[config.mk]
export PLATFORM = sky130hd
export DESIGN_NAME = welding_light_effect_flat
export DESIGN_NICKNAME = d
export VERILOG_FILES = /design/src/rtl/core/wle_pkg.sv /design/src/rtl/core/wle_ifs.sv /design/src/rtl/core/welding_light_effect.sv /design/src/flat_wrapper.sv
export SDC_FILE = /design/constraint.sdc
export NUM_CORES = 1
export LEC_CHECK = 0
export ABC_AREA = 1
export BUFFER_PORTS_ARGS = -buffer_cell sky130_fd_sc_hd__buf_2
export CAP_MARGIN = 20
export CORE_MARGIN = 2
export CORE_UTILIZATION = 48
export CTS_BUF_LIST = sky130_fd_sc_hd__clkbuf_4
export CTS_CLUSTER_SIZE = 14
export DETAILED_ROUTE_END_ITERATION = 8
export MAX_ROUTING_LAYER = met4
export PLACE_DENSITY = 0.72
export REMOVE_ABC_BUFFERS = 1
export SKIP_LAST_GASP = 1
export SLEW_MARGIN = 20
export SYNTH_ARGS = -nofsm -noshare
export SYNTH_HDL_FRONTEND = slang
export SYNTH_SLANG_ARGS = --single-unit
export TNS_END_PERCENT = 100
[constraint.sdc]
create_clock -name clk -period 8.7 [get_ports clk]
set_input_delay 1.74 -clock clk [delete_from_list [all_inputs] [get_ports clk]]
set_output_delay 1.74 -clock clk [all_outputs]
set_load 0.01 [all_outputs]
[src/rtl/core/wle_pkg.sv]
// Shared types, register codes and constants of the welding light effect.
`timescale 1ns / 1ps

package wle_pkg;

	localparam int unsigned TIME_BITS_DEF = 16;

	localparam int unsigned NUM_REGS  = 3;
	localparam int unsigned CFG_IDX_W = $clog2(NUM_REGS);
	localparam int unsigned CFG_ADDR_W = CFG_IDX_W + 2;

	localparam logic [CFG_IDX_W-1:0] REG_GLOW_START   = CFG_IDX_W'(0);
	localparam logic [CFG_IDX_W-1:0] REG_GLOW_STEP_MS = CFG_IDX_W'(1);
	localparam logic [CFG_IDX_W-1:0] REG_IDLE_POLL_MS = CFG_IDX_W'(2);

	localparam logic [5:0] GLOW_START_RST   = 6'd12;
	localparam logic [7:0] GLOW_STEP_MS_RST = 8'd50;
	localparam logic [7:0] IDLE_POLL_MS_RST = 8'd100;

	localparam int unsigned FLICK_MIN = 100;
	localparam int unsigned FLICK_MAX = 255;
	localparam int unsigned DELAY_MIN = 15;
	localparam int unsigned DELAY_MAX = 125;
	localparam int unsigned COUNT_MIN = 50;
	localparam int unsigned COUNT_MAX = 150;
	localparam int unsigned PAUSE_MIN = 1000;
	localparam int unsigned PAUSE_MAX = 4000;
	localparam int unsigned SUB_BLUE  = 50;

	localparam logic [7:0]  FLICK_SPAN = 8'(FLICK_MAX - FLICK_MIN);
	localparam logic [7:0]  DELAY_SPAN = 8'(DELAY_MAX - DELAY_MIN);
	localparam logic [7:0]  COUNT_SPAN = 8'(COUNT_MAX - COUNT_MIN);
	localparam logic [11:0] PAUSE_SPAN = 12'(PAUSE_MAX - PAUSE_MIN);

	typedef struct packed {
		logic [15:0] now_ms;
		logic        enable;
		logic [7:0]  rand_level;
		logic [7:0]  rand_delay;
		logic [15:0] rand_pause;
	} wle_in_t;

	typedef struct packed {
		logic [7:0] red;
		logic [7:0] green;
		logic [7:0] blue;
		logic       stepped;
	} wle_out_t;

endpackage

[src/rtl/core/wle_ifs.sv]
// Valid/ready channel interfaces for the input calls and the LED results.
`timescale 1ns / 1ps

interface wle_in_if;
	logic             valid;
	logic             ready;
	wle_pkg::wle_in_t data;

	modport source (output valid, output data, input ready);
	modport sink   (input valid, input data, output ready);
endinterface

interface wle_out_if;
	logic              valid;
	logic              ready;
	wle_pkg::wle_out_t data;

	modport source (output valid, output data, input ready);
	modport sink   (input valid, input data, output ready);
endinterface

[src/rtl/core/welding_light_effect.sv]
// Welding arc light effect for one RGB LED: timer check, phase step and LED output.
//
//  channel | direction | handshake           | payload
//  --------+-----------+---------------------+---------------------------------------------
//  sample  | in        | valid/ready         | now_ms, enable, rand_level, rand_delay, rand_pause
//  led     | out       | valid/ready         | red, green, blue, stepped
//  apb     | in        | psel/penable/pready | paddr, pwdata, prdata (3 registers)
//
// Each transaction is registered in the input stage, stepped combinationally and then loaded
// into the result register; while led is not stalled a new transaction is taken every cycle,
// so throughput is one per clock. A result is valid once loaded and is held until led takes it.
// The phase state updates as the result register loads, so the next call sees it at once.
// Reset (arst_n low) clears both stages and all effect state and reloads register defaults.
// A stall on led holds the result; sample keeps flowing until both stages are full.
`timescale 1ns / 1ps

module welding_light_effect #(
	parameter int unsigned TIME_BITS = wle_pkg::TIME_BITS_DEF
) (
	input  logic                            clk,
	input  logic                            arst_n,
	wle_in_if.sink                          sample,
	wle_out_if.source                       led,
	input  logic                            psel,
	input  logic                            penable,
	input  logic                            pwrite,
	input  logic [wle_pkg::CFG_ADDR_W-1:0]  paddr,
	input  logic [31:0]                     pwdata,
	output logic [31:0]                     prdata,
	output logic                            pready
);
	import wle_pkg::*;

	localparam int unsigned CW = (TIME_BITS > 16) ? TIME_BITS : 16;

	// Configuration registers.
	logic [5:0] glow_start_q;
	logic [7:0] glow_step_ms_q;
	logic [7:0] idle_poll_ms_q;

	logic [CFG_IDX_W-1:0] cfg_idx;
	logic                 cfg_wr;

	// Effect state.
	logic [TIME_BITS-1:0] last_q;
	logic [15:0]          wait_q;
	logic [7:0]           flickers_q;
	logic [7:0]           red_q;
	logic [7:0]           green_q;
	logic [7:0]           blue_q;

	// Pipeline.
	logic     valid_s1;
	wle_in_t  data_s1;
	logic     res_valid_q;
	wle_out_t res_q;
	logic     adv;

	// Step logic.
	logic [CW-1:0]        now_ext;
	logic [TIME_BITS-1:0] now_tb;
	logic [TIME_BITS-1:0] elapsed;
	logic                 expired;
	logic [15:0]          prod_level;
	logic [15:0]          prod_delay;
	logic [15:0]          prod_count;
	logic [27:0]          prod_pause;
	logic [7:0]           flick_lvl;
	logic [7:0]           white_lvl;
	logic [7:0]           delay_ms;
	logic [7:0]           count_val;
	logic [15:0]          pause_ms;
	logic [7:0]           flick_dec;
	logic [7:0]           green_dec;

	logic [15:0] wait_d;
	logic [7:0]  flickers_d;
	logic [7:0]  red_d;
	logic [7:0]  green_d;
	logic [7:0]  blue_d;

	assign pready  = 1'b1;
	assign cfg_idx = paddr[CFG_ADDR_W-1:2];
	assign cfg_wr  = psel && penable && pwrite && pready;

	always_comb begin
		case (cfg_idx)
			REG_GLOW_START:   prdata = 32'(glow_start_q);
			REG_GLOW_STEP_MS: prdata = 32'(glow_step_ms_q);
			REG_IDLE_POLL_MS: prdata = 32'(idle_poll_ms_q);
			default:          prdata = 32'd0;
		endcase
	end

	always_ff @(posedge clk or negedge arst_n) begin
		if (!arst_n) begin
			glow_start_q   <= GLOW_START_RST;
			glow_step_ms_q <= GLOW_STEP_MS_RST;
			idle_poll_ms_q <= IDLE_POLL_MS_RST;
		end else if (cfg_wr) begin
			case (cfg_idx)
				REG_GLOW_START:   glow_start_q   <= pwdata[5:0];
				REG_GLOW_STEP_MS: glow_step_ms_q <= pwdata[7:0];
				REG_IDLE_POLL_MS: idle_poll_ms_q <= pwdata[7:0];
				default: ;
			endcase
		end
	end

	// Handshake: the input stage moves on whenever the result register can take its step.
	assign adv          = valid_s1 && (!res_valid_q || led.ready);
	assign sample.ready = !valid_s1 || adv;
	assign led.valid    = res_valid_q;
	assign led.data     = res_q;

	always_ff @(posedge clk or negedge arst_n) begin
		if (!arst_n) begin
			valid_s1    <= 1'b0;
			res_valid_q <= 1'b0;
		end else begin
			if (sample.ready) begin
				valid_s1 <= sample.valid;
			end
			if (adv) begin
				res_valid_q <= 1'b1;
			end else if (led.ready) begin
				res_valid_q <= 1'b0;
			end
		end
	end

	always_ff @(posedge clk) begin
		if (sample.valid && sample.ready) begin
			data_s1 <= sample.data;
		end
		if (adv) begin
			res_q.red     <= red_d;
			res_q.green   <= green_d;
			res_q.blue    <= blue_d;
			res_q.stepped <= expired;
		end
	end

	// Timer check on the wrapped time difference.
	assign now_ext = CW'(data_s1.now_ms);
	assign now_tb  = now_ext[TIME_BITS-1:0];
	assign elapsed = now_tb - last_q;
	assign expired = CW'(elapsed) >= CW'(wait_q);

	// Random values scaled as min + ((r * span) >> bits).
	assign prod_level = 16'(data_s1.rand_level) * 16'(FLICK_SPAN);
	assign prod_delay = 16'(data_s1.rand_delay) * 16'(DELAY_SPAN);
	assign prod_count = 16'(data_s1.rand_delay) * 16'(COUNT_SPAN);
	assign prod_pause = 28'(data_s1.rand_pause) * 28'(PAUSE_SPAN);
	assign flick_lvl  = 8'(FLICK_MIN) + prod_level[15:8];
	assign white_lvl  = (flick_lvl > 8'(SUB_BLUE)) ? flick_lvl - 8'(SUB_BLUE) : 8'd0;
	assign delay_ms   = 8'(DELAY_MIN) + prod_delay[15:8];
	assign count_val  = 8'(COUNT_MIN) + prod_count[15:8];
	assign pause_ms   = 16'(PAUSE_MIN) + 16'(prod_pause[27:16]);
	assign flick_dec  = flickers_q - 8'd1;
	assign green_dec  = green_q - 8'd1;

	always_comb begin
		wait_d     = wait_q;
		flickers_d = flickers_q;
		red_d      = red_q;
		green_d    = green_q;
		blue_d     = blue_q;
		if (expired) begin
			if (flickers_q != 8'd0) begin
				if (flick_dec == 8'd0 || !data_s1.enable) begin
					// Arc ends: switch to the yellow afterglow.
					red_d      = {glow_start_q, 2'b00};
					green_d    = {2'b00, glow_start_q};
					blue_d     = 8'd0;
					wait_d     = 16'(glow_step_ms_q);
					flickers_d = 8'd0;
				end else begin
					red_d      = white_lvl;
					green_d    = white_lvl;
					blue_d     = flick_lvl;
					wait_d     = 16'(delay_ms);
					flickers_d = flick_dec;
				end
			end else if (green_q != 8'd0) begin
				green_d = green_dec;
				red_d   = {green_dec[5:0], 2'b00};
				if (green_dec == 8'd0) begin
					wait_d = pause_ms;
				end
			end else if (data_s1.enable) begin
				flickers_d = count_val;
			end else begin
				wait_d = 16'(idle_poll_ms_q);
			end
		end
	end

	always_ff @(posedge clk or negedge arst_n) begin
		if (!arst_n) begin
			last_q     <= '0;
			wait_q     <= '0;
			flickers_q <= '0;
			red_q      <= '0;
			green_q    <= '0;
			blue_q     <= '0;
		end else if (adv) begin
			if (expired) begin
				last_q <= now_tb;
			end
			wait_q     <= wait_d;
			flickers_q <= flickers_d;
			red_q      <= red_d;
			green_q    <= green_d;
			blue_q     <= blue_d;
		end
	end

endmodule

[src/flat_wrapper.sv]
// flat-port wrapper written by rule: the top's interface ports become plain ports
module welding_light_effect_flat import wle_pkg::*;
#(
	parameter int unsigned TIME_BITS = wle_pkg::TIME_BITS_DEF
)
  (clk, arst_n, psel, penable, pwrite, paddr, pwdata, prdata, pready, sample_valid, sample_data, sample_ready, led_valid, led_data, led_ready);
  wle_in_if sample_i ();
  wle_out_if led_i ();
  input  logic clk;
  input  logic arst_n;
  input  logic psel;
  input  logic penable;
  input  logic pwrite;
  input  logic [wle_pkg::CFG_ADDR_W-1:0] paddr;
  input  logic [31:0] pwdata;
  output logic [31:0] prdata;
  output logic pready;
  input wire logic [$bits(sample_i.valid)-1:0] sample_valid;
  input wire logic [$bits(sample_i.data)-1:0] sample_data;
  output wire logic [$bits(sample_i.ready)-1:0] sample_ready;
  output wire logic [$bits(led_i.valid)-1:0] led_valid;
  output wire logic [$bits(led_i.data)-1:0] led_data;
  input wire logic [$bits(led_i.ready)-1:0] led_ready;
  assign sample_i.valid = sample_valid;
  assign sample_i.data = sample_data;
  assign sample_ready = sample_i.ready;
  assign led_valid = led_i.valid;
  assign led_data = led_i.data;
  assign led_i.ready = led_ready;
  welding_light_effect #(.TIME_BITS(TIME_BITS)) u_core (.clk(clk), .arst_n(arst_n), .sample(sample_i), .led(led_i), .psel(psel), .penable(penable), .pwrite(pwrite), .paddr(paddr), .pwdata(pwdata), .prdata(prdata), .pready(pready));
endmodule
* Yosys cells after proc, flatten, opt, wreduce, memory -nomap -nowiden
Cells that the tools add are included.
** Storage, ports and cells
- Input port bits :: 92
- Word-level logic and storage cells :: 86
- Output and inout port bits :: 60
- Bits in registers :: 162
** Cells by class
- Equal/unequal tests :: 5
- Muxes and demuxes :: 24
- Multiply operators :: 4
- Reductions and logical operators :: 23
- Add/sub/neg operators :: 8
- $lt $le $gt $ge :: 2
** Operators with widths (count)
- $mux 8 :: 17
- $mux 16 :: 4
- $mul 16x9->25 const B :: 1
- $pmux 8 s3 :: 1
- $ge 16x16->1 :: 1
- $logic_not 8->1 :: 2
- $mul 8x8->16 const B :: 1
- $reduce_bool 8->1 :: 2
- $sub 16x16->16 :: 1
- $sub 8x1->8 const B :: 2
- $mul 8x6->14 const B :: 1
- $add 10x12->13 const A :: 1
- $mul 8x5->13 const B :: 1
- $add 4x7->8 const A :: 1
- $add 6x7->8 const A :: 1
- $add 7x8->8 const A :: 1
- $gt 8x6->1 const B :: 1
- $reduce_and 2->1 :: 4
- $reduce_and 4->1 :: 2
- $sub 8x6->8 const B :: 1
- $logic_and 1x1->1 :: 4
- $reduce_bool 2->1 :: 2
- $logic_not 1->1 :: 3
- $logic_or 1x1->1 :: 3
- 7 further kinds :: 8

* Depth between registers and ports, before layout
Gate-level depths: netlist of run 1.
- Depth after elaboration :: 7
- Mapped depth :: 30
- Gate-level depth less buffers :: 30

* Worst setup path after synthesis of run 1
OpenSTA, ideal clock, no wires.
- Kind :: flip-flop to flip-flop
- Start point :: register u_core.data_s1[11] (netlist name)
- End point :: register u_core.wait_q[12]
- Setup slack :: 4058 ps
- Setup time :: 118 ps
- Clock period less this slack :: 4642 ps
- Arrival :: 4524 ps
- Cell stages (with the launch flop) :: 24
- Buffers on the path :: 0
- Required time :: 8582 ps
- Cell sequence :: edfxtp_1 fa_1 inv_1 fa_1 inv_1 fa_1 inv_1 fa_1 inv_1 ha_1 nand2_1 nor2_1 nand4_1 o21ai_1 nand2_1 nand2_1 nand2_1 nand2_1 inv_1 nor2_1 nand3_1 o21ai_0 nand3b_1 nand2_1
** On the way
- Cells in the longest elaborated chain, start to end :: 5
** Ends and longest elaborated chain
- start, declared :: RTL line welding_light_effect.sv:54 : wle_in_t data_s1;
- start signal, assigned :: RTL line welding_light_effect.sv:134 : data_s1 <= sample.data;
- $mul 16x9->25 :: RTL line welding_light_effect.sv:154 : assign prod_pause = 28'(data_s1.rand_pause) * 28'(PAUSE_SPAN);
- $add 10x12->13 :: RTL line welding_light_effect.sv:159 : assign pause_ms = 16'(PAUSE_MIN) + 16'(prod_pause[27:16]);
- $mux 16 :: RTL line welding_light_effect.sv:188 : if (green_dec == 8'd0) begin
- $mux 16 :: RTL line welding_light_effect.sv:185 : end else if (green_q != 8'd0) begin
- $mux 16 :: RTL line welding_light_effect.sv:170 : if (flickers_q != 8'd0) begin
- end signal, assigned :: RTL line welding_light_effect.sv:211 : wait_q <= wait_d;
- end, declared :: RTL line welding_light_effect.sv:46 : logic [15:0] wait_q;
Every way passes these cells. The select of a mux whose other input is x is not followed.
A chain may end at the register's enable or synchronous reset.

* Final worst setup path of run 1
Ends and elaborated chain as after synthesis.

==> impl_metrics.env, run 1 <==
export IMPL_synth_most_common_cell="nand2_1"
export IMPL_ff2ff_path_depth=23
export IMPL_worst_pin_slew_ps=941
export IMPL_fp_dieH_um=180
export IMPL_hp_start="u_core.now_ext[14]"
export IMPL_hold_depth=2
export IMPL_grt_pass1_vias=11600
export IMPL_synth_top_area_share_pct=15.1
export IMPL_via_per_inst=5.05
export IMPL_power_density_nw_per_um2=387
export IMPL_grt_max_degree=70
export IMPL_synth_main_ff_cell="dfrtp_1"
export IMPL_rsz0062_at_grt="no"
export IMPL_grt_usage_pct=20.5
export IMPL_worst_path_most_repeated_cell="nand2_1"
export IMPL_io_buffer_count=100
export IMPL_startpoint_type="flip-flop"
export IMPL_fin_ws_ps=3470
export IMPL_first_pass_iters=5
export IMPL_dieWidth_um=180
export IMPL_r2r_end="u_core.wait_q[12]"
export IMPL_yosysSeqAreaShare_pct=29.2
export IMPL_clock_sinks=159
export IMPL_crit_fanout=7
export IMPL_timing_final_crit_share_pct=60.2
export IMPL_cap_violations=0
export IMPL_fin_tns_setup_ps=0
export IMPL_path_clk_slew_ps=160
export IMPL_finalPower_w=0.00620
export IMPL_path_class="flip-flop to flip-flop"
export IMPL_drive_gt1_share_pct=8.79
export IMPL_cts_resized_gates=0
export IMPL_ios=152
export IMPL_ant_nets=0
export IMPL_worstPathRequired_ps=9230
export IMPL_netlist_top_cells_count="nand2_1 (450), inv_1 (400), ha_1 (180)"
export IMPL_cts_max_path_buffers=2
export IMPL_fmaxAchievable_ghz=0.191
export IMPL_rows=64
export IMPL_cts_root_buf="clkbuf_4"
export IMPL_gp_congestion=0.891
export IMPL_synth_edf_count=74
export IMPL_clk_latency_ps=620
export IMPL_cts_made_buffers=17
export IMPL_h_tree_depth=4
export IMPL_ys_warn_count=0
export IMPL_pre_cts_ws_ps=3480
export IMPL_cp_slowest_cell="edfxtp_1"
export IMPL_min_path_type="flip-flop to flip-flop"
export IMPL_finalHoldViolCount=0
export IMPL_worstPathCellList="fa_1, inv_1, fa_1, inv_1, fa_1, inv_1, fa_1, inv_1, ha_1, nand2_1, nor2_1, nand4_1, o21ai_1, nand2_1, nand2_1, nand2_1, nand2_1, inv_1, nor2_1, nand3_1, o21ai_0, nand3b_1, nand2_1"
export IMPL_end_kind="flip-flop"
export IMPL_synth_area_top_cells="ha_1 (15%), edfxtp_1 (15%), fa_1 (13%)"
export IMPL_async_flop_share_pct=53.5
export IMPL_slew_headroom_pct=37.2
export IMPL_dp_hpwl_um=25200
export IMPL_dieArea_um2=32500
export IMPL_finClkSkew_ps=32.4
export IMPL_num_vias=11800
export IMPL_ir_worst_vdd_uv=246
export IMPL_final_nets=2292
export IMPL_ys_ff_latch=159
export IMPL_ctsHoldBuffers=0
export IMPL_syn_area_um2=14900
export IMPL_area_growth_pct=7.33
export IMPL_synth_top_area_cell="ha_1"
export IMPL_syn_avg_cell_area_um2=8.18
export IMPL_grt_pass1_wl_um=53300
export IMPL_antenna_found_initial=2
export IMPL_cts_setup_buffers=0
export IMPL_drc_errors=0
export IMPL_synthCells=1825
export IMPL_min_period_ps=5230
export IMPL_rr_startpoint="u_core.data_s1[11]"
export IMPL_critPathArrivalTime_ps=5770
export IMPL_overflow=0
export IMPL_r2r_slack_ps=3470
export IMPL_drv_slew=0
export IMPL_whs_endpoint="u_core.last_q[14]"
export IMPL_critPathMaxStageDelay_ps=610
export IMPL_status="finished clean"
export IMPL_post_route_util_pct=52.4
export IMPL_leakage_nw=8.51
export IMPL_yosysUniqueCellTypes=55
export IMPL_coreArea_um2=30600
export IMPL_avgRoutedWirePerCell_um=13.3
export IMPL_drt_iter0_markers=763
export IMPL_setup_viol=0
export IMPL_start_util_pct=48.8
export IMPL_routed_wl_um=31100
export IMPL_cts_tree="yes"
==> worst max-delay path: cells and delay by family, from the launching register on <==
| kind | cells | cell delay [ps] |
|---|---|---|
| and+or+nand+nor | 11 | 1320 |
| AOI/OAI and AO/OA | 2 | 570 |
| buffers and inverters | 5 | 240 |
| DFF | 1 | 610 |
| adders and majority gates | 5 | 2430 |
==> layout by cell type (no fill, tap or decap), types with 3 or more instances in the layout <==
master,synthesis,routed
dfstp_2,8,8
o22ai_1,5,5
xnor2_1,21,21
o21bai_1,6,6
o21ai_0,86,86
nand3_1,78,78
clkinvlp_4,0,5
nand2_1,450,450
o21ai_1,34,34
or2_2,5,5
xor2_1,34,34
dfrtp_1,77,77
nand2_2,3,3
inv_2,3,3
buf_2,5,99
inv_1,400,399
nor3_1,11,11
nor2_1,57,57
nand3b_1,5,5
edfxtp_1,74,74
o211ai_1,9,9
inv_6,0,3
a31oi_1,5,5
a21o_1,7,7
nand4_1,25,25
nor4_1,6,6
nor2_4,3,3
buf_4,30,3
a21oi_1,56,56
ha_1,180,180
fa_1,98,98
conb_1,2,25
clkbuf_4,0,18
==> where the power goes <==
group	total (W)	switching [W]	internal, W	leakage (nW)
registers	0.00120	0.000128	0.00107	1.78
logic	0.00453	0.00289	0.00164	6.58
clock network	0.000473	0.000295	0.000178	0.143
==> through the flow <==
step / instance area (um^2) / cells / hold WS [ps]
after detailed placement: 15700 / 2299 / 466
after CTS: 16000 / 2331 / 505
after floorplan: 14700 / 1801 / 449
final: 16000 / 2333 / 492
after global placement: 15700 / 2299 / 462
after global routing: 16000 / 2333 / 529
==> layout make-up <==
class	instances	area, um^2
Multi-Input combinational cell	1238	8830
Inverter	404	1520
Clock buffer	18	135
Fill cell	2929	14600
Antenna cell	2	5.00
Timing Repair Buffer	102	518
Clock inverter	14	155
Tap cell	396	495
Sequential cell	159	4360
==> how the worst max path moves through the flow <==
stage | slack, ps | depth (start not counted) | end | from
floorplan | 4060 | 23 | u_core.wait_q[12] | u_core.data_s1[11]
global placement | 3530 | 25 | u_core.led.data[21] | u_core.data_s1[30]
detailed placement | 3480 | 23 | u_core.wait_q[12] | u_core.data_s1[12]
CTS | 3460 | 23 | u_core.wait_q[12] | u_core.data_s1[12]
global route | 2910 | 25 | u_core.led.data[21] | u_core.data_s1[30]
finish | 3470 | 23 | u_core.wait_q[12] | u_core.data_s1[11]
==> layer usage <==
metal / vias to the layer above / global-route usage [%] / wire (um)
li1: 5915 / - / -
met1: 5528 / 26.6 / 14100
met2: 288 / 32.7 / 14600
met3: 44 / 3.33 / 1680
met4: 0 / 7.23 / 769
met5: - / - / 0
==> flip-flops by register name, indices dropped and copies added (netlist names) <==
name / count
u_core.data_s1: 33
u_core.idle_poll_ms_q: 8
u_core.last_q: 16
u_core.glow_start_q: 6
u_core.glow_step_ms_q: 8
u_core.led.data: 25
u_core.valid_s1: 1
u_core.flickers_q: 8
u_core.green_q: 8
u_core.led.valid: 1
u_core.red_q: 8
u_core.now_ext: 16
u_core.blue_q: 8
u_core.wait_q: 13
==> cell families after synthesis <==
| group | share of synthesized area (%) |
|---|---|
| AOI/OAI and AO/OA | 8.41 |
| and+or+nand+nor | 18.7 |
| buffers and inverters | 12.2 |
| DFF | 29.2 |
| adders and majority gates | 28.2 |
| other | 0.0503 |
| xor gates and xnor gates | 3.23 |
(Power assumes the default switching activity.)
==> run 2: changes to the inputs <==
- ABC_AREA: 1 -> 0
- clock period: 8.7 -> 5.13 ns (I/O delays scaled with it)
==> run 2 against run 1 <==
- the run now ends with setup timing left
- via count grew 1.5%
- cell count shrank 5.9%
- global-route usage grew 2.6 points
==> impl_metrics.env, run 2 <==
export IMPL_drc_errors=0
export IMPL_setup_viol=29
export IMPL_regArea_um2=4360
export IMPL_io_buffer_count=100
export IMPL_ff2ff_path_depth=20
export IMPL_worstPathRequired_ps=5670
export IMPL_cp_slowest_cell="fa_1"
export IMPL_use_met2_pct=37.9
export IMPL_rr_startpoint="u_core.data_s1[13]"
export IMPL_leakage_nw=8.85
export IMPL_min_path_type="input port to asynchronous set/reset pin"
export IMPL_cts_root_buf="clkbuf_4"
export IMPL_min_period_ps=5500
export IMPL_multi_input_area_um2=10200
export IMPL_synth_top_area_share_pct=15.2
export IMPL_slew_headroom_pct=39.7
export IMPL_rsz0062_at_grt="yes"
export IMPL_fin_area_um2=18400
export IMPL_post_route_util_pct=60.5
export IMPL_crit_fanout=4
export IMPL_via_per_inst=5.44
export IMPL_largest_register_ff_count=33
export IMPL_fmaxAchievable_ghz=0.182
export IMPL_worst_pin_slew_ps=901
export IMPL_num_vias=12000
export IMPL_critPathArrivalTime_ps=6040
export IMPL_grt_pass1_wl_um=59100
export IMPL_place_area_um2=16700
export IMPL_cts_tree="yes"
export IMPL_clock_sinks=159
export IMPL_end_kind="flip-flop"
export IMPL_critPathMaxStageDelay_ps=570
export IMPL_finClkSkew_ps=34.5
export IMPL_synthCells=1511
export IMPL_timing_final_crit_share_pct=107
export IMPL_path_clk_slew_ps=180
export IMPL_path_class="flip-flop to flip-flop"
export IMPL_power_density_nw_per_um2=763
export IMPL_overflow=0
export IMPL_yosysSeqAreaShare_pct=29.5
export IMPL_grt_pass1_vias=12200
export IMPL_fin_ws_ps=-369
export IMPL_synth_top_area_cell="ha_1"
export IMPL_fillCellCount=2459
export IMPL_use_met3_pct=3.30
export IMPL_finalHoldViolCount=0
export IMPL_ant_nets=0
export IMPL_dieArea_um2=32200
export IMPL_avgRoutedWirePerCell_um=16.8
export IMPL_r2r_slack_ps=-370
export IMPL_synth_most_common_cell="inv_1"
export IMPL_antenna_found_initial=7
export IMPL_first_pass_iters=5
export IMPL_gp_congestion=0.920
export IMPL_grt_usage_pct=23.2
export IMPL_rows=64
export IMPL_synth_area_top_cells="ha_1 (15%), edfxtp_1 (15%), fa_1 (13%)"
export IMPL_worstPathCellList="fa_1, inv_1, fa_1, inv_1, fa_1, inv_1, fa_1, inv_1, ha_4, a21oi_2, o21ai_2, a221oi_2, o21ai_2, or3_1, a2111o_1, buf_6, a21oi_4, nand2_2, xnor2_1, o31ai_1"
export IMPL_start_util_pct=48.6
export IMPL_routed_wl_um=36900
export IMPL_synth_edf_count=74
export IMPL_area_growth_pct=24.6
export IMPL_cts_max_path_buffers=2
export IMPL_final_common_cell="inv_1"
export IMPL_grt_busiest_layer="met2"
export IMPL_ios=152
export IMPL_netlist_top_cells_count="inv_1 (266), ha_1 (180), fa_1 (98)"
export IMPL_yosysUniqueCellTypes=87
export IMPL_met1_usage_pct=28.9
export IMPL_drt_iter0_markers=693
export IMPL_startpoint_type="flip-flop"
export IMPL_ys_warn_count=0
export IMPL_crit_family="adder cells"
export IMPL_syn_area_um2=14800
export IMPL_top_register="u_core.data_s1"
export IMPL_synth_main_ff_cell="dfrtp_1"
export IMPL_crit_buf_inv=5
export IMPL_final_nets=2151
export IMPL_r2r_end="u_core.wait_q[10]"
export IMPL_drive_gt1_share_pct=29.9
export IMPL_dieWidth_um=179
export IMPL_status="finished, violations left"
export IMPL_h_tree_depth=4
export IMPL_async_flop_share_pct=53.5
export IMPL_syn_avg_cell_area_um2=9.78
export IMPL_coreArea_um2=30400
export IMPL_clk_latency_ps=630
export IMPL_fp_dieH_um=179
export IMPL_grt_max_degree=44
export IMPL_cap_violations=0
export IMPL_cts_made_buffers=17
export IMPL_ys_ff_latch=159
export IMPL_layout_common_cells="inv_1 (252), ha_1 (157), buf_4 (157), buf_2 (99), fa_1 (98)"
export IMPL_drv_slew=0
export IMPL_violations="setup timing"
export IMPL_ir_worst_vdd_uv=609
export IMPL_dp_hpwl_um=27300
export IMPL_finalPower_w=0.0141
==> run 2: cell count changes in the layout (fill, tap and decap cells not counted), moves of 16 or more <==
| cell | previous run | this run |
|---|---|---|
| mux2_2 | 0 | 43 |
| o21ai_0 | 86 | 54 |
| nand4_1 | 25 | 9 |
| o21ai_1 | 34 | 10 |
| buf_4 | 3 | 157 |
| nand2_1 | 450 | 92 |
| nand3_1 | 78 | 21 |
| buf_6 | 0 | 34 |
| ha_4 | 0 | 16 |
| inv_1 | 399 | 252 |
| ha_1 | 180 | 157 |
==> run 2: worst max path at each step <==
stage / slack (ps) / from / to / cells after the start
final: -370 / u_core.data_s1[13] / u_core.wait_q[10] / 20
after global routing: -590 / u_core.data_s1[13] / u_core.wait_q[11] / 19
after CTS: -240 / u_core.data_s1[7] / u_core.wait_q[11] / 22
after detailed placement: -660 / u_core.data_s1[28] / u_core.led.data[24] / 21
after global placement: -590 / u_core.data_s1[28] / u_core.led.data[24] / 21
after floorplan: -790 / u_core.now_ext[0] / u_core.green_q[3] / 21
==> run 2: what timing repair did <==
action	4_1_cts	5_1_grt
endpoints found under the setup margin	47	72
pin swaps	81	54
buffers inserted	18	24
hold buffers	0	0
gates resized for setup	133	97
==> run 2: cell type report <==
class / count / area share, %
repair buffers: 292 / 11.4
well taps: 396 / 2.69
flip-flops and latches: 159 / 23.7
diodes: 6 / 0.0815
inverters: 268 / 5.46
clock buffers: 18 / 0.733
multi-input cells: 1043 / 55.2
clock inverters: 14 / 0.829
==> run 2: cells by family after synthesis <==
family / Yosys count / share of synthesized area [%]
xor gates and xnor gates: 68 / 4.13
DFF: 159 / 29.5
other: 2 / 0.0508
and+or+nand+nor: 316 / 10.6
muxes: 59 / 4.38
AOI/OAI and AO/OA: 297 / 13.8
adders and majority gates: 278 / 28.5
buffers and inverters: 332 / 9.09
==> run 2: worst register-to-register path: stages (launching register included) <==
cell	delay, ps
edfxtp_1	540
fa_1	570
inv_1	60
fa_1	490
inv_1	60
fa_1	480
inv_1	50
fa_1	530
inv_1	70
ha_4	250
a21oi_2	150
o21ai_2	90
a221oi_2	340
o21ai_2	140
or3_1	360
a2111o_1	440
buf_6	160
a21oi_4	140
nand2_2	90
xnor2_1	140
o31ai_1	260
==> run 2: power by group <==
group	internal [W]	switching [W]	leakage, nW
registers	0.00181	0.000238	1.75
clock network	0.000234	0.000582	0.160
logic	0.00546	0.00573	6.95
==> run 2: through the flow <==
stage	hold slack, ps	TNS (ps)	setup WS (ps)	std cells
finish	394	-3690	-369	2196
floorplan	448	-29660	-795	1470
global route	398	-10030	-586	2196
global placement	463	-13310	-593	2118
detailed placement	476	-14690	-657	2118
CTS	381	-2750	-242	2168
==> run 2: metal layers <==
metal | routed length [um] | part of all wire (%)
met5 | 0 | 0
met4 | 1230 | 3.3
met3 | 1520 | 4.1
met2 | 18100 | 49
met1 | 16000 | 43
